**src/ptp_pkg.sv**
```systemverilog
package ptp_pkg;

   // event codes
   localparam logic [3:0] FUNC_STOP         = 4'd0;
   localparam logic [3:0] FUNC_NEXT_PATTERN = 4'd1;
   localparam logic [3:0] FUNC_NAMED        = 4'd2;
   localparam logic [3:0] FUNC_QUEUE_PT     = 4'd3;
   localparam logic [3:0] FUNC_INTENSITY    = 4'd4;
   localparam logic [3:0] FUNC_ADC          = 4'd5;
   localparam logic [3:0] FUNC_BURST_START  = 4'd6;
   localparam logic [3:0] FUNC_BURST_DONE   = 4'd7;
   localparam logic [3:0] FUNC_BURST_EXPIRE = 4'd8;
   localparam logic [3:0] FUNC_PLAY         = 4'd9;
   localparam logic [3:0] FUNC_PAUSE        = 4'd10;
   localparam logic [3:0] FUNC_TOGGLE       = 4'd11;
   localparam logic [3:0] FUNC_STREAM_START = 4'd12;
   localparam logic [3:0] FUNC_STREAM_STOP  = 4'd13;

   // modes
   localparam logic [1:0] MODE_IDLE      = 2'd0;
   localparam logic [1:0] MODE_PULSING   = 2'd1;
   localparam logic [1:0] MODE_PAUSED    = 2'd2;
   localparam logic [1:0] MODE_STREAMING = 2'd3;

   // play states
   localparam logic [1:0] TS_IDLE    = 2'd0;
   localparam logic [1:0] TS_RUNNING = 2'd1;
   localparam logic [1:0] TS_HELD    = 2'd2;

   // action codes
   localparam logic [3:0] ACT_NONE          = 4'd0;
   localparam logic [3:0] ACT_NEXT_PATTERN  = 4'd1;
   localparam logic [3:0] ACT_NAMED_PATTERN = 4'd2;
   localparam logic [3:0] ACT_QUEUE_CHANGED = 4'd3;
   localparam logic [3:0] ACT_START_PATTERN = 4'd4;
   localparam logic [3:0] ACT_PATTERN_BURST = 4'd5;
   localparam logic [3:0] ACT_START_STREAM  = 4'd6;
   localparam logic [3:0] ACT_STREAM_BURST  = 4'd7;
   localparam logic [3:0] ACT_PAUSE_CLOCK   = 4'd8;
   localparam logic [3:0] ACT_RESUME_CLOCK  = 4'd9;
   localparam logic [3:0] ACT_STREAM_STOP   = 4'd10;
   localparam logic [3:0] ACT_ADC_REPORT    = 4'd11;

   // scaling
   localparam logic [7:0]  INTENSITY_RESET = 8'd16;
   localparam logic [6:0]  VOLT_STEP       = 7'd80;
   localparam logic [8:0]  PW_BASE         = 9'd50;
   localparam logic [15:0] VOLT_ADC_SCALE  = 16'd52813;
   localparam int          VOLT_ADC_SHIFT  = 14;
   localparam logic [11:0] CUR_ADC_SCALE   = 12'd2063;
   localparam int          CUR_ADC_SHIFT   = 10;

   typedef struct packed {
      logic [3:0]  func;
      logic        pattern_found;
      logic        pattern_ready;
      logic        queue_empty;
      logic        burst_scheduled;
      logic        pattern_done;
      logic        descriptor_accepted;
      logic [7:0]  intensity_in;
      logic [11:0] adc_battery;
      logic [11:0] adc_capacitor;
      logic [11:0] adc_current;
   } ptp_req_type;

   typedef struct packed {
      logic [1:0]  mode;
      logic [1:0]  transport_state;
      logic [3:0]  action;
      logic [7:0]  intensity;
      logic [14:0] primary_voltage_mv;
      logic [8:0]  pulse_width;
      logic [13:0] battery_mv;
      logic [13:0] capacitor_mv;
      logic [13:0] primary_ma;
   } ptp_rsp_type;

endpackage

```
**src/ptp_channels.sv**
```systemverilog
interface ptp_req_if;
   logic                  valid;
   logic                  ready;
   ptp_pkg::ptp_req_type  data;
   modport source (output valid, output data, input ready);
   modport sink (input valid, input data, output ready);
endinterface

interface ptp_rsp_if;
   logic                  valid;
   logic                  ready;
   ptp_pkg::ptp_rsp_type  data;
   modport source (output valid, output data, input ready);
   modport sink (input valid, input data, output ready);
endinterface

interface ptp_csr_if;
   logic       valid;
   logic       ready;
   logic [7:0] data;
   modport source (output valid, output data, input ready);
   modport sink (input valid, input data, output ready);
endinterface

```
**src/pulse_train_play_controller.sv**
```systemverilog
// Play controller for pulse trains: every event item on req_chan gives exactly one result item
// on rsp_chan carrying the mode (idle, pulsing, paused, streaming), the play state, one action
// code, the intensity with its voltage set point (intensity * 80 mV) and pulse width, and, for
// the adc event only, the scaled battery, capacitor and current readings. An item passes an
// input register and then an output register; one item is taken every cycle as long as the
// result side keeps up, and a stalled result holds while one more item waits in the input
// register. The single register, default_intensity, is written through csr_chan (always
// ready), resets to the same value as the intensity and is applied on every pattern switch;
// write it only while no item is in flight.
module pulse_train_play_controller (
   input logic             clock,
   input logic             reset,
   ptp_req_if.sink         req_chan,
   ptp_rsp_if.source       rsp_chan,
   ptp_csr_if.sink         csr_chan
);

   // input register
   logic                  s1_valid_ff, s1_valid_in;
   ptp_pkg::ptp_req_type  s1_data_ff;

   // output register
   logic                  rsp_valid_ff, rsp_valid_in;
   ptp_pkg::ptp_rsp_type  rsp_data_ff, rsp_data_in;

   // control state
   logic [1:0] mode_ff, mode_in;
   logic [1:0] transport_state_ff, transport_state_in;
   logic       burst_booked_ff, burst_booked_in;
   logic       stream_held_ff, stream_held_in;
   logic [7:0] intensity_ff, intensity_in;
   logic [7:0] default_intensity_ff, default_intensity_in;

   logic       s1_advance;
   logic       req_take;
   logic [3:0] act;
   logic       adc_event;

   // arithmetic on the outgoing values
   logic [14:0] volt_prod;
   logic [8:0]  pulse_sum;
   logic [27:0] bat_prod;
   logic [27:0] cap_prod;
   logic [23:0] cur_prod;

   // the input register moves on when the output register is free or being emptied
   assign s1_advance   = s1_valid_ff && (!rsp_valid_ff || rsp_chan.ready);
   assign req_chan.ready = !s1_valid_ff || s1_advance;
   assign req_take     = req_chan.valid && req_chan.ready;
   assign s1_valid_in  = req_take || (s1_valid_ff && !s1_advance);
   assign rsp_valid_in = s1_advance || (rsp_valid_ff && !rsp_chan.ready);

   // configuration: one register, always accepted
   assign csr_chan.ready       = 1'b1;
   assign default_intensity_in = csr_chan.valid ? csr_chan.data : default_intensity_ff;

   // event decode and mode transitions
   always_comb begin
      logic       go;
      logic [1:0] go_target;
      logic       go_sched;
      logic       go_resume;

      go                 = 1'b0;
      go_target          = ptp_pkg::MODE_IDLE;
      go_sched           = 1'b0;
      go_resume          = 1'b0;
      act                = ptp_pkg::ACT_NONE;
      adc_event          = 1'b0;
      mode_in            = mode_ff;
      transport_state_in = transport_state_ff;
      burst_booked_in    = burst_booked_ff;
      stream_held_in     = stream_held_ff;
      intensity_in       = intensity_ff;

      unique case (s1_data_ff.func) inside
         ptp_pkg::FUNC_STOP: begin
            go = 1'b1;
         end
         ptp_pkg::FUNC_NEXT_PATTERN: begin
            intensity_in = default_intensity_ff;
            act          = ptp_pkg::ACT_NEXT_PATTERN;
            go           = (mode_ff == ptp_pkg::MODE_PAUSED);
         end
         ptp_pkg::FUNC_NAMED: begin
            if (s1_data_ff.pattern_found) begin
               intensity_in = default_intensity_ff;
               act          = ptp_pkg::ACT_NAMED_PATTERN;
               go           = (mode_ff == ptp_pkg::MODE_PAUSED);
            end else begin
               // lookup failed: back to idle from any mode
               go = 1'b1;
            end
         end
         ptp_pkg::FUNC_QUEUE_PT: begin
            if (s1_data_ff.descriptor_accepted) begin
               act = ptp_pkg::ACT_QUEUE_CHANGED;
            end
         end
         ptp_pkg::FUNC_INTENSITY: begin
            intensity_in = s1_data_ff.intensity_in;
         end
         ptp_pkg::FUNC_ADC: begin
            adc_event = 1'b1;
            act       = ptp_pkg::ACT_ADC_REPORT;
         end
         ptp_pkg::FUNC_BURST_START: begin
            if (mode_ff == ptp_pkg::MODE_STREAMING) begin
               burst_booked_in = s1_data_ff.burst_scheduled;
               act             = ptp_pkg::ACT_STREAM_BURST;
            end
         end
         ptp_pkg::FUNC_BURST_EXPIRE: begin
            case (mode_ff)
               ptp_pkg::MODE_STREAMING: go = !burst_booked_ff;
               ptp_pkg::MODE_PAUSED:    go = s1_data_ff.pattern_done;
               ptp_pkg::MODE_PULSING: begin
                  if (s1_data_ff.burst_scheduled) begin
                     act = ptp_pkg::ACT_PATTERN_BURST;
                  end else begin
                     go = 1'b1;
                  end
               end
               default: ;
            endcase
         end
         ptp_pkg::FUNC_PLAY, ptp_pkg::FUNC_TOGGLE: begin
            case (mode_ff)
               ptp_pkg::MODE_IDLE: begin
                  go        = s1_data_ff.pattern_ready;
                  go_target = ptp_pkg::MODE_PULSING;
               end
               ptp_pkg::MODE_PAUSED: begin
                  go        = 1'b1;
                  go_target = ptp_pkg::MODE_PULSING;
                  go_resume = 1'b1;
               end
               ptp_pkg::MODE_PULSING: begin
                  go        = (s1_data_ff.func == ptp_pkg::FUNC_TOGGLE);
                  go_target = ptp_pkg::MODE_PAUSED;
               end
               default: begin
                  // streaming: resume a paused stream, toggle pauses a running one
                  if (stream_held_ff) begin
                     transport_state_in = ptp_pkg::TS_RUNNING;
                     stream_held_in     = 1'b0;
                     act                = ptp_pkg::ACT_RESUME_CLOCK;
                  end else if (s1_data_ff.func == ptp_pkg::FUNC_TOGGLE) begin
                     transport_state_in = ptp_pkg::TS_HELD;
                     stream_held_in     = 1'b1;
                     act                = ptp_pkg::ACT_PAUSE_CLOCK;
                  end
               end
            endcase
         end
         ptp_pkg::FUNC_PAUSE: begin
            if (mode_ff == ptp_pkg::MODE_PULSING) begin
               go        = 1'b1;
               go_target = ptp_pkg::MODE_PAUSED;
            end else if (mode_ff == ptp_pkg::MODE_STREAMING && !stream_held_ff) begin
               transport_state_in = ptp_pkg::TS_HELD;
               stream_held_in     = 1'b1;
               act                = ptp_pkg::ACT_PAUSE_CLOCK;
            end
         end
         ptp_pkg::FUNC_STREAM_START: begin
            go        = (mode_ff == ptp_pkg::MODE_IDLE) && !s1_data_ff.queue_empty;
            go_target = ptp_pkg::MODE_STREAMING;
            go_sched  = s1_data_ff.burst_scheduled;
         end
         ptp_pkg::FUNC_STREAM_STOP: begin
            go = (mode_ff == ptp_pkg::MODE_STREAMING);
         end
         default: ;
      endcase

      // mode change: leaving streaming reports the stop, entry actions then take over
      if (go) begin
         if (mode_ff == ptp_pkg::MODE_STREAMING) begin
            act = ptp_pkg::ACT_STREAM_STOP;
         end
         mode_in = go_target;
         case (go_target)
            ptp_pkg::MODE_IDLE: begin
               transport_state_in = ptp_pkg::TS_IDLE;
            end
            ptp_pkg::MODE_PULSING: begin
               transport_state_in = ptp_pkg::TS_RUNNING;
               act = go_resume ? ptp_pkg::ACT_PATTERN_BURST : ptp_pkg::ACT_START_PATTERN;
            end
            ptp_pkg::MODE_PAUSED: begin
               transport_state_in = ptp_pkg::TS_HELD;
            end
            default: begin
               transport_state_in = ptp_pkg::TS_RUNNING;
               burst_booked_in    = go_sched;
               stream_held_in     = 1'b0;
               act                = ptp_pkg::ACT_START_STREAM;
            end
         endcase
      end
   end

   // derived values, one multiplier per product, pulse width by additions
   assign volt_prod = 15'(intensity_in) * 15'(ptp_pkg::VOLT_STEP);
   assign pulse_sum = ptp_pkg::PW_BASE + 9'(intensity_in) + 9'(intensity_in[7:1]);
   assign bat_prod  = 28'(s1_data_ff.adc_battery) * 28'(ptp_pkg::VOLT_ADC_SCALE);
   assign cap_prod  = 28'(s1_data_ff.adc_capacitor) * 28'(ptp_pkg::VOLT_ADC_SCALE);
   assign cur_prod  = 24'(s1_data_ff.adc_current) * 24'(ptp_pkg::CUR_ADC_SCALE);

   always_comb begin
      rsp_data_in.mode               = mode_in;
      rsp_data_in.transport_state    = transport_state_in;
      rsp_data_in.action             = act;
      rsp_data_in.intensity          = intensity_in;
      rsp_data_in.primary_voltage_mv = volt_prod;
      rsp_data_in.pulse_width        = pulse_sum;
      // readings are reported on the adc event only
      rsp_data_in.battery_mv   = adc_event ? bat_prod[ptp_pkg::VOLT_ADC_SHIFT +: 14] : 14'd0;
      rsp_data_in.capacitor_mv = adc_event ? cap_prod[ptp_pkg::VOLT_ADC_SHIFT +: 14] : 14'd0;
      rsp_data_in.primary_ma   = adc_event ? cur_prod[ptp_pkg::CUR_ADC_SHIFT +: 14] : 14'd0;
   end

   // control registers
   always_ff @(posedge clock) begin
      if (reset) begin
         s1_valid_ff          <= 1'b0;
         rsp_valid_ff         <= 1'b0;
         mode_ff              <= ptp_pkg::MODE_IDLE;
         transport_state_ff   <= ptp_pkg::TS_IDLE;
         burst_booked_ff      <= 1'b0;
         stream_held_ff       <= 1'b0;
         intensity_ff         <= ptp_pkg::INTENSITY_RESET;
         default_intensity_ff <= ptp_pkg::INTENSITY_RESET;
      end else begin
         s1_valid_ff          <= s1_valid_in;
         rsp_valid_ff         <= rsp_valid_in;
         default_intensity_ff <= default_intensity_in;
         // state moves with the item that leaves the input register
         if (s1_advance) begin
            mode_ff            <= mode_in;
            transport_state_ff <= transport_state_in;
            burst_booked_ff    <= burst_booked_in;
            stream_held_ff     <= stream_held_in;
            intensity_ff       <= intensity_in;
         end
      end
   end

   // payload registers
   always_ff @(posedge clock) begin
      if (req_take) begin
         s1_data_ff <= req_chan.data;
      end
      if (s1_advance) begin
         rsp_data_ff <= rsp_data_in;
      end
   end

   assign rsp_chan.valid = rsp_valid_ff;
   assign rsp_chan.data  = rsp_data_ff;

   // pattern modes always carry their matching play state
   a_idle_state: assert property (@(posedge clock) disable iff (reset)
      mode_ff == ptp_pkg::MODE_IDLE |-> transport_state_ff == ptp_pkg::TS_IDLE)
      else $error("idle mode with non-idle play state");

   a_pulsing_state: assert property (@(posedge clock) disable iff (reset)
      mode_ff == ptp_pkg::MODE_PULSING |-> transport_state_ff == ptp_pkg::TS_RUNNING)
      else $error("pulsing mode not playing");

   a_paused_state: assert property (@(posedge clock) disable iff (reset)
      mode_ff == ptp_pkg::MODE_PAUSED |-> transport_state_ff == ptp_pkg::TS_HELD)
      else $error("paused mode not paused");

   // stream pause flag and play state agree while streaming
   a_stream_pause: assert property (@(posedge clock) disable iff (reset)
      mode_ff == ptp_pkg::MODE_STREAMING |->
         (stream_held_ff == (transport_state_ff == ptp_pkg::TS_HELD)))
      else $error("stream pause flag out of step with play state");

   // battery and current readings only on an adc report
   a_adc_zero: assert property (@(posedge clock) disable iff (reset)
      rsp_valid_ff && rsp_data_ff.action != ptp_pkg::ACT_ADC_REPORT |->
         rsp_data_ff.battery_mv == 14'd0 && rsp_data_ff.primary_ma == 14'd0)
      else $error("adc readings on a non-adc item");

endmodule
```
**src/flat_wrapper.sv**
```systemverilog
// flat-port wrapper written by rule: the top's interface ports become plain ports
module pulse_train_play_controller_flat 
  (clock, reset, req_chan_valid, req_chan_data, req_chan_ready, rsp_chan_valid, rsp_chan_data, rsp_chan_ready, csr_chan_valid, csr_chan_data, csr_chan_ready);
  ptp_req_if req_chan_i ();
  ptp_rsp_if rsp_chan_i ();
  ptp_csr_if csr_chan_i ();
  input logic clock;
  input logic reset;
  input wire logic [$bits(req_chan_i.valid)-1:0] req_chan_valid;
  input wire logic [$bits(req_chan_i.data)-1:0] req_chan_data;
  output wire logic [$bits(req_chan_i.ready)-1:0] req_chan_ready;
  output wire logic [$bits(rsp_chan_i.valid)-1:0] rsp_chan_valid;
  output wire logic [$bits(rsp_chan_i.data)-1:0] rsp_chan_data;
  input wire logic [$bits(rsp_chan_i.ready)-1:0] rsp_chan_ready;
  input wire logic [$bits(csr_chan_i.valid)-1:0] csr_chan_valid;
  input wire logic [$bits(csr_chan_i.data)-1:0] csr_chan_data;
  output wire logic [$bits(csr_chan_i.ready)-1:0] csr_chan_ready;
  assign req_chan_i.valid = req_chan_valid;
  assign req_chan_i.data = req_chan_data;
  assign req_chan_ready = req_chan_i.ready;
  assign rsp_chan_valid = rsp_chan_i.valid;
  assign rsp_chan_data = rsp_chan_i.data;
  assign rsp_chan_i.ready = rsp_chan_ready;
  assign csr_chan_i.valid = csr_chan_valid;
  assign csr_chan_i.data = csr_chan_data;
  assign csr_chan_ready = csr_chan_i.ready;
  pulse_train_play_controller u_core (.clock(clock), .reset(reset), .req_chan(req_chan_i), .rsp_chan(rsp_chan_i), .csr_chan(csr_chan_i));
endmodule
```
**config.mk**
```make
export PLATFORM = sky130hd
export DESIGN_NAME = pulse_train_play_controller_flat
export DESIGN_NICKNAME = d
export VERILOG_FILES = /design/src/ptp_pkg.sv /design/src/ptp_channels.sv /design/src/pulse_train_play_controller.sv /design/src/flat_wrapper.sv
export SDC_FILE = /design/constraint.sdc
export NUM_CORES = 1
export LEC_CHECK = 0
export ABC_AREA = 1
export BUFFER_PORTS_ARGS = -buffer_cell sky130_fd_sc_hd__buf_2
export CAP_MARGIN = 20
export CELL_PAD_IN_SITES_DETAIL_PLACEMENT = 0
export CELL_PAD_IN_SITES_GLOBAL_PLACEMENT = 1
export CORE_MARGIN = 10
export CORE_UTILIZATION = 30
export CTS_CLUSTER_DIAMETER = 80
export DETAILED_ROUTE_END_ITERATION = 6
export PLACE_DENSITY = 0.61
export SETUP_SLACK_MARGIN = 0.15
export SLEW_MARGIN = 40
export SYNTH_ARGS = -nofsm -noshare
export SYNTH_HDL_FRONTEND = slang
export SYNTH_SLANG_ARGS = --single-unit
```
**constraint.sdc**
```tcl
create_clock -name clock -period 5.57 [get_ports clock]
set_input_delay 0.2785 -clock clock [delete_from_list [all_inputs] [get_ports clock]]
set_output_delay 0.2785 -clock clock [all_outputs]
set_load 0.02 [all_outputs]
```
==> results of run 1 <==
[logic make-up after synthesis]
| logic type | Yosys count | synth area share |
|---|---|---|
| other | 2 | 0.000489 |
| buffers and inverters | 398 | 0.0995 |
| DFF | 154 | 0.286 |
| and+or+nand+nor | 551 | 0.148 |
| xor gates and xnor gates | 18 | 0.0103 |
| AOI/OAI and AO/OA | 224 | 0.0804 |
| adders and majority gates | 383 | 0.376 |
[layout make-up]
type                    count  area (um2)  share of cell area
multi-input cells        1181        9460               0.524
flip-flops and latches    154        4380               0.243
inverters                 383        1440              0.0798
repair buffers            209        1350              0.0750
well taps                 672         841              0.0466
clock buffers              18         429              0.0238
clock inverters            14         148             0.00818
[state kept, by name, summed over array words and instances (netlist names), 2 cells and up]
register                     flops
u_core.default_intensity_ff      8
u_core.intensity_ff              8
u_core.mode_ff                   2
u_core.rsp_chan.data            76
u_core.s1_data_ff               54
u_core.transport_state_ff        2
[routing by layer]
metal | routed length [um] | part of all wire | GRT usage
met4 | 612 | 0.015 | 0.0392
met3 | 1750 | 0.043 | 0.0313
met2 | 19400 | 0.47 | 0.233
met5 | 0 | 0 | 0
met1 | 19300 | 0.47 | 0.180
[repair_timing]
item | CTS | global route
hold endpoints to repair | 60 | 0
hold buffers | 60 | 0
setup endpoints to repair | 0 | 0
[critical path, cell delays in order, from the launching register on]
cell	delay, ns
edfxtp_1	0.49
inv_1	0.07
ha_1	0.35
xnor2_1	0.18
ha_1	0.20
or2_2	0.30
fa_1	0.50
fa_1	0.54
inv_1	0.05
fa_1	0.49
inv_1	0.04
ha_1	0.35
nand2_1	0.12
nor2_1	0.18
nor3b_1	0.35
nand2_1	0.10
nand2_1	0.10
nand2_1	0.07
a21oi_1	0.13
nor2_1	0.06
[cells in the final DEF (no fill, tap or decap), types with 7 or more instances in the layout]
cell	n
nor3_1	12
xor2_1	12
o21ai_0	58
fa_1	130
o21ai_1	13
nor2_1	151
clkbuf_16	17
nand2_1	288
a21oi_1	112
ha_1	253
a22oi_1	7
nand3_1	63
inv_2	9
buf_2	146
o21bai_1	8
dfxtp_1	24
inv_1	373
edfxtp_1	130
nand2_2	7
dlygate4sd3_1	60
[power by group]
| part | switching (mW) | internal, mW | total [mW] |
|---|---|---|---|
| clock | 0.592 | 0.599 | 1.19 |
| sequential | 0.0661 | 1.35 | 1.42 |
| combinational | 2.91 | 1.56 | 4.46 |
[how the worst max path moves through the flow]
stage,depth (start not counted),slack (ns),end
final,19,0.64,u_core.rsp_chan.data[21]
after global routing,20,0.32,u_core.rsp_chan.data[23]
after CTS,19,0.69,u_core.rsp_chan.data[22]
after detailed placement,19,0.71,u_core.rsp_chan.data[24]
after global placement,19,0.69,u_core.rsp_chan.data[22]
after floorplan,19,1.10,u_core.rsp_chan.data[21]
==> metrics.md, run 1 <==
| Metric | Value |
|---|---|
| Fin. max-slew vios | `0` |
| Max frequency | `about 200 MHz` |
| Setup ws final | `0.640 ns` |
| Placed Instance Area | `between 15000 and 20000 um2` |
| Largest net degree at the start of global routing | `47` |
| First-pass DRT Iterations | `5` |
| Setup WS pre-CTS | `0.710 ns` |
| Final Wtd Congestion | `0.867` |
| Hold crit path type | `primary input to flop` |
| Final hold violations | `0` |
| Status | `completed` |
| HP Start | `csr_chan_data[7]` |
| Total Power | `7.08 mW` |
| Latest clock arrival within the worst-skew pair | `0.48 ns` |
| # IOs | `152` |
| Post-route cell area | `18100 um2` |
| GRT Util Overall | `0.140` |
| Port Buffers | `146` |
| Die width | `between 200 and 250 um` |
| Peak supply drop | `0.000185 V` |
| Initial drt markers | `493` |
| ANT nets after route | `0` |
| Vias | `11.7k` |
| WHS | `~0.044 ns` |
| Post-synth ARST share | `0` |
| Leak | `9.05 nW` |
| Avg Synthesized Cell Area | `8.87 um2` |
| Mapped Cells | `1730` |
| DP HPWL | `approximately 34 mm` |
| Setup Viol. Count Final | `0` |
| Root Buffer | `clkbuf_16` |
| Post-synth EDFFs | `130` |
| Die area | `60600 um2` |
| Top cell type's share of synthesized area | `0.254` |
| Synth warn | `0` |
| Setup crit start | `u_core.s1_data_ff[22]` |
| Non-Filler Instances | `2631` |
| Initial antenna violation count | `0` |
| Slew HR | `0.534` |
| Worst Path Arrival | `5.17 ns` |
| FF-to-FF Start | `u_core.s1_data_ff[22]` |
| Core area | `between 50000 and 60000 um2` |
| Largest cells by area after synthesis | `edfxtp_1 25%, ha_1 21%, fa_1 17%` |
| Top_reg_cell synth | `edfxtp_1` |
| # placed instances | `approximately 2.5k` |
| Max cap viols | `0` |
| DIE HEIGHT | `246 um` |
| Worst hold stages | `3` |
| Fin crit share | `0.885` |
| Worst Hold End | `u_core.default_intensity_ff[7]` |
| Most frequent cell after synthesis | `inv_1` |
| Clk sinks | `154` |
| Filler cells | `5222` |
| Via density | `between 4 and 5` |
| Initial Utilization | `0.305` |
| R2r setup slk | `roughly 0.64 ns` |
| Clock transition at path regs | `0.07 ns` |
| Setup bufs post-CTS | `0` |
| H-tree depth | `4` |
| # diodes | `0` |
| Area grow syn2layout | `17.6%` |
| CTS Buffer Depth | `2` |
| Post-synthesis sequential area ratio | `0.286` |
| Vias in the first global route | `12.3k` |
| Critical setup path kind | `flop to flop` |
| Critical Path RT | `a little under 6 ns` |
| Pwr/cell area | `392 nW/um2` |
| Synth area leader | `edfxtp_1` |
| Worst Max-Slew Pin Slew | `0.700 ns` |
| Post-synth top cells | `374 x inv_1, 289 x nand2_1, 253 x ha_1` |
| CP Launch Type | `flop` |
| Finished Core Util | `0.358` |
| Period minus WS final | `4.93 ns` |
| Reg2Reg Depth | `19` |
| Seq cells post-synth | `approximately 150` |
| Unrepaired setup endpoints after global routing | `false` |
| Global-route wire length before repair | `66.6 mm` |
| DRC | `0` |
| Cell variety after synth | `42` |
| Reg2reg end | `u_core.rsp_chan.data[21]` |
| CTS tree | `yes` |
| Share of post-route cells with drive strength above 1 | `0.112` |
| Gates resized, CTS repair | `0` |
| CTS Buf Count | `17` |
| Post-layout net count | `between 2k and 2.5k` |
| WL final | `41.0 mm` |
| Mapped Area | `15300 um2` |
| Crit end category | `flop` |
| Overflow after GRT | `0` |
| TNS Setup | `0 ns` |
| Worst-path fanout max | `7` |
| Per-cell routed wire length | `15.6 um` |
| Max Clock Skew | `roughly 0.011 ns` |
| FP Rows | `between 80 and 90` |
Note: power is estimated with default switching activity, not from simulation.
==> run 2: changes to the inputs <==
--- a/config.mk
+++ b/config.mk
@@ -8,13 +8,11 @@
 export ABC_AREA = 1
 export BUFFER_PORTS_ARGS = -buffer_cell sky130_fd_sc_hd__buf_2
 export CAP_MARGIN = 20
-export CELL_PAD_IN_SITES_DETAIL_PLACEMENT = 0
-export CELL_PAD_IN_SITES_GLOBAL_PLACEMENT = 1
 export CORE_MARGIN = 10
 export CORE_UTILIZATION = 30
 export CTS_CLUSTER_DIAMETER = 80
 export DETAILED_ROUTE_END_ITERATION = 6
-export PLACE_DENSITY = 0.61
+export PLACE_DENSITY = 0.5
 export SETUP_SLACK_MARGIN = 0.15
 export SLEW_MARGIN = 40
 export SYNTH_ARGS = -nofsm -noshare
==> metrics.md, run 2 (synthesis gave the netlist of run 1 again) <==
| Metric | Value |
|---|---|
| DP HPWL | `33.8 mm (-1.2%)` |
| Met2 Resource Use GR | `0.233 (about the same)` |
| Latest clock arrival within the worst-skew pair | `0.49 ns (about the same)` |
| Final hold violations | `0 (unchanged)` |
| Clk sinks | `154 (unchanged)` |
| Met3 Track Usage GR | `0.0252 (-0.00606)` |
| Largest net degree at the start of global routing | `60 (+28%)` |
| Worst hold stages | `3 (unchanged)` |
| Max reg flops | `76 (unchanged)` |
| Final Wtd Congestion | `0.879 (+1.3%)` |
| Number of hold buffers added after CTS | `62 (+3.3%)` |
| Core area | `50400 um2 (unchanged)` |
| Critical Path RT | `5.81 ns (about the same)` |
| Setup bufs post-CTS | `0 (unchanged)` |
| Peak supply drop | `0.000226 V (+22%)` |
| CTS tree | `yes` |
| Vias in the first global route | `12.4k (+0.61%)` |
| Worst Max-Slew Pin Slew | `0.636 ns (-0.0634 ns)` |
| Worst Hold End | `u_core.s1_valid_ff` |
| Status | `completed` |
| Worst Path Arrival | `5.15 ns (-0.02 ns)` |
| Max cap viols | `0 (unchanged)` |
| H-tree depth | `4 (unchanged)` |
| Global-route wire length before repair | `66.7 mm (+0.23%)` |
| Setup Viol. Count Final | `0 (unchanged)` |
| Die area | `60600 um2 (unchanged)` |
| First-pass DRT Iterations | `5 (unchanged)` |
| Layer with the highest usage | `met2` |
| Finished Core Util | `0.361 (+0.00211)` |
| WHS | `0.0455 ns (+0.00152 ns)` |
| Setup ws final | `0.658 ns (+0.0179 ns)` |
| Max Clock Skew | `0.0154 ns (+0.00465 ns)` |
| Via density | `4.50 (+1.3%)` |
| WL final | `41.2 mm (+0.32%)` |
| Most frequent cells in the layout | `373 x inv_1, 288 x nand2_1, 253 x ha_1` |
| Port Buffers | `146 (unchanged)` |
| Most common library cell in the layout ignoring fill and taps | `inv_1` |
| Share of post-route cells with drive strength above 1 | `0.113 (+0.000848)` |
| Leak | `9.09 nW (+0.43%)` |
| Initial drt markers | `572 (+16%)` |
| # IOs | `152 (unchanged)` |
| Initial Utilization | `0.305 (unchanged)` |
| FF-to-FF Start | `u_core.s1_data_ff[21]` |
| DIE HEIGHT | `246 um (unchanged)` |
| TNS Setup | `0 ns (unchanged)` |
| Unrepaired setup endpoints after global routing | `false` |
| Period minus WS final | `4.91 ns (-0.0179 ns)` |
| Reg2Reg Depth | `19 (unchanged)` |
| CTS Buffer Depth | `2 (unchanged)` |
| Slew HR | `0.576 (+0.0423)` |
| ANT nets after route | `0 (unchanged)` |
| Die width | `246 um (unchanged)` |
| FP Rows | `82 (unchanged)` |
| Hold crit path type | `primary input to flop` |
| Vias | `11.9k (+1.4%)` |
| Root Buffer | `clkbuf_16` |
| # diodes | `0 (unchanged)` |
| Crit end category | `flop` |
| Area grow syn2layout | `18.3%` |
| Initial antenna violation count | `0 (unchanged)` |
| DRC | `0 (unchanged)` |
| Per-cell routed wire length | `15.6 um (+0.21%)` |
| R2r setup slk | `0.66 ns (+0.02 ns)` |
| Max frequency | `204 MHz (+0.36%)` |
| GRT Util Overall | `0.140 (about the same)` |
| Reg2reg end | `u_core.rsp_chan.data[22]` |
| Critical setup path kind | `flop to flop` |
| Fin. max-slew vios | `0 (unchanged)` |
| CP Launch Type | `flop` |
| Pwr/cell area | `395 nW/um2 (+0.90%)` |
| Overflow after GRT | `0 (unchanged)` |
| HP Start | `req_chan_valid` |
| Post-layout net count | `2399 (+0.13%)` |
| Met1 Usage GRT | `0.181 (+0.00157)` |
| Worst-path fanout max | `8 (+1)` |
| CTS Buf Count | `17 (unchanged)` |
| Setup WS pre-CTS | `0.726 ns (+0.0158 ns)` |
| Gates resized, CTS repair | `0 (unchanged)` |
| Fin crit share | `0.882 (-0.00321)` |
| Clock transition at path regs | `0.08 ns (about the same)` |
run 2: changes by cell type in the layout (fill, tap and decap cells not counted), sizes merged:
cell	change
clkinv	+5
inv	-5
dlygate4sd3	+2
buf	+1
run 2: worst max-delay path by stage:
stage | endpoint | cells after the start | start
final | u_core.rsp_chan.data[22] | 19 | u_core.s1_data_ff[21]
after CTS | u_core.rsp_chan.data[22] | 19 | u_core.s1_data_ff[21]
after global placement | u_core.rsp_chan.data[22] | 19 | u_core.s1_data_ff[21]
after global routing | u_core.rsp_chan.data[21] | 19 | u_core.s1_data_ff[22]
after floorplan | u_core.rsp_chan.data[21] | 19 | u_core.s1_data_ff[22]
after detailed placement | u_core.rsp_chan.data[21] | 19 | u_core.s1_data_ff[22]
run 2: cell type report:
type                    count  area [um2]
clock buffers              18         450
clock inverters            14         190
fillers                  5181       32200
inverters                 383        1440
multi-input cells        1181        9460
flip-flops and latches    154        4380
well taps                 672         841
repair buffers            212        1390
run 2: through the flow:
| step | cells | area [um2] | total power, mW |
|---|---|---|---|
| 6_report | 2634 | 18200 | 7.18 |
| 5_1_grt | 2634 | 18200 | 8.02 |
| 4_1_cts | 2634 | 18200 | 7.26 |
| 3_5_place_dp | 2540 | 16900 | 5.87 |
| 3_3_place_gp | 2539 | 16900 | 5.87 |
| 2_1_floorplan | 1733 | 15400 | 4.67 |
run 2: worst max-delay path, cell delays in order, from the launching register on:
cell	delay, ns
edfxtp_1	0.56
ha_1	0.41
inv_1	0.07
fa_1	0.53
inv_1	0.06
fa_1	0.50
fa_1	0.55
inv_1	0.06
fa_1	0.54
inv_1	0.04
ha_1	0.31
nand2_1	0.09
nor2_1	0.29
o21ai_0	0.22
nand2_1	0.09
nand2_1	0.05
nand3_1	0.11
nand2_1	0.07
nand2_1	0.05
nor2_1	0.05
run 2: report_power, final:
part / switching, mW / internal [mW]
clock network: 0.642 / 0.640
logic: 2.92 / 1.56
registers: 0.0658 / 1.35
total: 3.63 / 3.56
run 2: metal layers:
metal  part of all wire  up-vias
li1                   -     5981
met1               0.47     5632
met2               0.48      205
met3              0.040       36
met4              0.016        0
met5                  0        -
==> run 3: changes to the inputs <==
--- a/config.mk
+++ b/config.mk
@@ -5,7 +5,6 @@
 export SDC_FILE = /design/constraint.sdc
 export NUM_CORES = 1
 export LEC_CHECK = 0
-export ABC_AREA = 1
 export BUFFER_PORTS_ARGS = -buffer_cell sky130_fd_sc_hd__buf_2
 export CAP_MARGIN = 20
 export CORE_MARGIN = 10
==> metrics.md, run 3 <==
| Metric | Value |
|---|---|
| Post-synth EDFFs | `130 (unchanged)` |
| Period minus WS final | `5.09 ns (+0.181 ns)` |
| CP cell instances | `buf_4, inv_1, ha_1, xnor2_1, ha_1, or2_2, fa_1, fa_1, inv_1, fa_1, inv_1, ha_1, o21ai_0, o21bai_1, a21oi_1, o21ai_2, a31oi_2, o2111a_1, a21o_1` |
| Mapped Area | `14500 um2 (-5.5%)` |
| Root Buffer | `clkbuf_16` |
| Synth warn | `0 (unchanged)` |
| Post-layout net count | `2007 (-16%)` |
| Vias in the first global route | `10.7k (-13%)` |
| Worst Max-Slew Pin Slew | `0.823 ns (+0.187 ns)` |
| Leak | `8.12 nW (-11%)` |
| GRT Util Overall | `0.133 (-0.00687)` |
| Max frequency | `196 MHz (-3.6%)` |
| Global-route wire length before repair | `59.5 mm (-11%)` |
| # IOs | `152 (unchanged)` |
| Die width | `240 um (-2.6%)` |
| Pwr/cell area | `394 nW/um2 (-0.42%)` |
| Latest clock arrival within the worst-skew pair | `0.48 ns (about the same)` |
| Max Clock Skew | `0.0180 ns (+0.00258 ns)` |
| Crit end category | `flop` |
| Clock transition at path regs | `0.07 ns (about the same)` |
| Post-synth ARST share | `0 (unchanged)` |
| Met3 Track Usage GR | `0.0231 (-0.00208)` |
| Synth area leader | `edfxtp_1` |
| Final hold violations | `0 (unchanged)` |
| Fin crit share | `0.914 (+0.0325)` |
| Mapped Cells | `1343 (-22%)` |
| Largest delay share family, worst path | `adder cells` |
| Met2 Resource Use GR | `0.221 (-0.0126)` |
| Peak supply drop | `0.000234 V (+3.8%)` |
| Most frequent cell after synthesis | `ha_1` |
| Critical Path RT | `5.79 ns (-0.02 ns)` |
| Critical setup path kind | `flop to flop` |
| Fin. max-slew vios | `0 (unchanged)` |
| Avg Synthesized Cell Area | `10.8 um2 (+22%)` |
| Via density | `4.66 (+3.5%)` |
| H-tree depth | `4 (unchanged)` |
| Worst Path Arrival | `5.32 ns (+0.17 ns)` |
| Layer with the highest usage | `met2` |
| Post-synth top cells | `253 x ha_1, 247 x inv_1, 130 x edfxtp_1, 130 x fa_1, 72 x nor2_1` |
| DP HPWL | `30.1 mm (-11%)` |
| DIE HEIGHT | `240 um (-2.6%)` |
| CP Launch Type | `flop` |
| Overflow after GRT | `0 (unchanged)` |
| # diodes | `0 (unchanged)` |
| Vias | `10.2k (-14%)` |
| Unrepaired setup endpoints after global routing | `true` |
| WHS | `0.0474 ns (+0.00191 ns)` |
| Core area | `47700 um2 (-5.2%)` |
| Largest cells by area after synthesis | `edfxtp_1 27%, ha_1 22%, fa_1 18%` |
| ANT nets after route | `0 (unchanged)` |
| Worst-path fanout max | `6 (-2)` |
| Clk sinks | `154 (unchanged)` |
| Port Buffers | `146 (unchanged)` |
| Area grow syn2layout | `18.4% (about the same)` |
| Final Wtd Congestion | `0.879 (+0.10%)` |
| Multi-input logic area | `9060 um2 (-4.2%)` |
| Hold crit path type | `primary input to flop` |
| Most frequent cells in the layout | `253 x ha_1, 247 x inv_1, 146 x buf_2` |
| Setup Viol. Count Final | `0 (unchanged)` |
| CTS Buf Count | `17 (unchanged)` |
| WL final | `37.1 mm (-9.9%)` |
| Filler cells | `4760 (-8.1%)` |
| Share of post-route cells with drive strength above 1 | `0.140 (+0.0270)` |
| Largest net degree at the start of global routing | `55 (-8.3%)` |
| Seq cells post-synth | `154 (unchanged)` |
| Initial drt markers | `440 (-23%)` |
| Max cap viols | `0 (unchanged)` |
| CTS Buffer Depth | `2 (unchanged)` |
| WP depth | `19 (unchanged)` |
| Initial antenna violation count | `0 (unchanged)` |
| Top_reg_cell synth | `edfxtp_1` |
| Sequential cell area | `4380 um2 (unchanged)` |
| CP peak stage delay | `0.55 ns (about the same)` |
| Worst hold stages | `3 (unchanged)` |
| DRC | `0 (unchanged)` |
| Post-synthesis sequential area ratio | `0.302 (+0.0167)` |
| FP Rows | `80 (-2.4%)` |
| Most common library cell in the layout ignoring fill and taps | `ha_1` |
| CTS tree | `yes` |
| Cell variety after synth | `72 (+71%)` |
| Slew HR | `0.451 (-0.125)` |
| TNS Setup | `0 ns (unchanged)` |
| Top cell type's share of synthesized area | `0.269 (+0.0148)` |
| Reg2Reg Depth | `19 (unchanged)` |
| Max reg flops | `76 (unchanged)` |
| Die area | `57500 um2 (-5.1%)` |
| Per-cell routed wire length | `17.0 um (+8.6%)` |
| Setup bufs post-CTS | `0 (unchanged)` |
| Met1 Usage GRT | `0.171 (-0.0104)` |
| Status | `completed` |
| Worst Path Buf+Inv | `4 (unchanged)` |
| First-pass DRT Iterations | `5 (unchanged)` |
| Crit-path slowest cell | `fa_1` |
| Initial Utilization | `0.304 (-0.000932)` |
run 3: through the flow:
| stage | std cells | utilization | setup WS, ns | total power [mW] | cell area [um2] |
|---|---|---|---|---|---|
| after floorplan | 1346 | - | 0.664 | 4.56 | 14500 |
| after global placement | 2096 | 0.335 | 0.422 | 5.52 | 16000 |
| after detailed placement | 2096 | 0.335 | 0.354 | 5.52 | 16000 |
| after CTS | 2185 | 0.359 | 0.310 | 6.82 | 17100 |
| after global routing | 2185 | 0.360 | 0.139 | 7.45 | 17200 |
| final | 2185 | 0.360 | 0.477 | 6.76 | 17200 |
run 3: cell families (layout without fill, tap and decap cells):
logic type	count (synthesis)	after routing	synth area share
adders and majority gates	383	383	0.398
xor gates and xnor gates	46	46	0.0278
buffers and inverters	277	501	0.0757
AOI/OAI and AO/OA	233	233	0.105
and+or+nand+nor	234	234	0.0809
muxes	14	14	0.00975
DFF	154	154	0.302
other	2	5	0.000518
run 3: final timing paths:
kind | to | slack (ns) | from
max reg2reg | u_core.rsp_chan.data[27] | 0.48 | u_core.s1_data_ff[22]
min | u_core.default_intensity_ff[2] | 0.05 | csr_chan_data[2]
max | u_core.rsp_chan.data[27] | 0.48 | u_core.s1_data_ff[22]
min reg2reg | u_core.default_intensity_ff[4] | 0.48 | u_core.default_intensity_ff[4]
run 3: worst reg2reg max path: stages, from the launching register on:
cell      delay [ns]
edfxtp_1        0.36
buf_4           0.16
inv_1           0.05
ha_1            0.33
xnor2_1         0.19
ha_1            0.21
or2_2           0.30
fa_1            0.50
fa_1            0.55
inv_1           0.05
fa_1            0.50
inv_1           0.04
ha_1            0.37
o21ai_0         0.14
o21bai_1        0.27
a21oi_1         0.13
o21ai_2         0.11
a31oi_2         0.16
o2111a_1        0.26
a21o_1          0.16
run 3: where the power goes:
part           internal, mW  total, mW  leakage, nW  switching, mW
sequential             1.35       1.42         1.42         0.0645
combinational          1.72       4.16         6.41           2.44
clock                 0.608       1.19        0.287          0.579
run 3: layout make-up:
class,instances,share of cell area
multi-input combinational,915,0.528
sequential,154,0.255
timing repair buffer,220,0.0834
inverter,249,0.0546
tap,615,0.0448
clock buffer,18,0.0256
clock inverter,14,0.00853
run 3: layer usage:
layer	vias up	share of wire
li1	5029	-
met1	4945	0.46
met2	162	0.48
met3	42	0.034
met4	0	0.022
met5	-	0
run 3: what timing repair did:
| action | 4_1_cts | 5_1_grt |
|---|---|---|
| hold buffers | 57 | 0 |
| setup endpoints to repair | 0 | 6 |
| resized for setup | 0 | 7 |
| endpoints found under the hold margin | 57 | 0 |
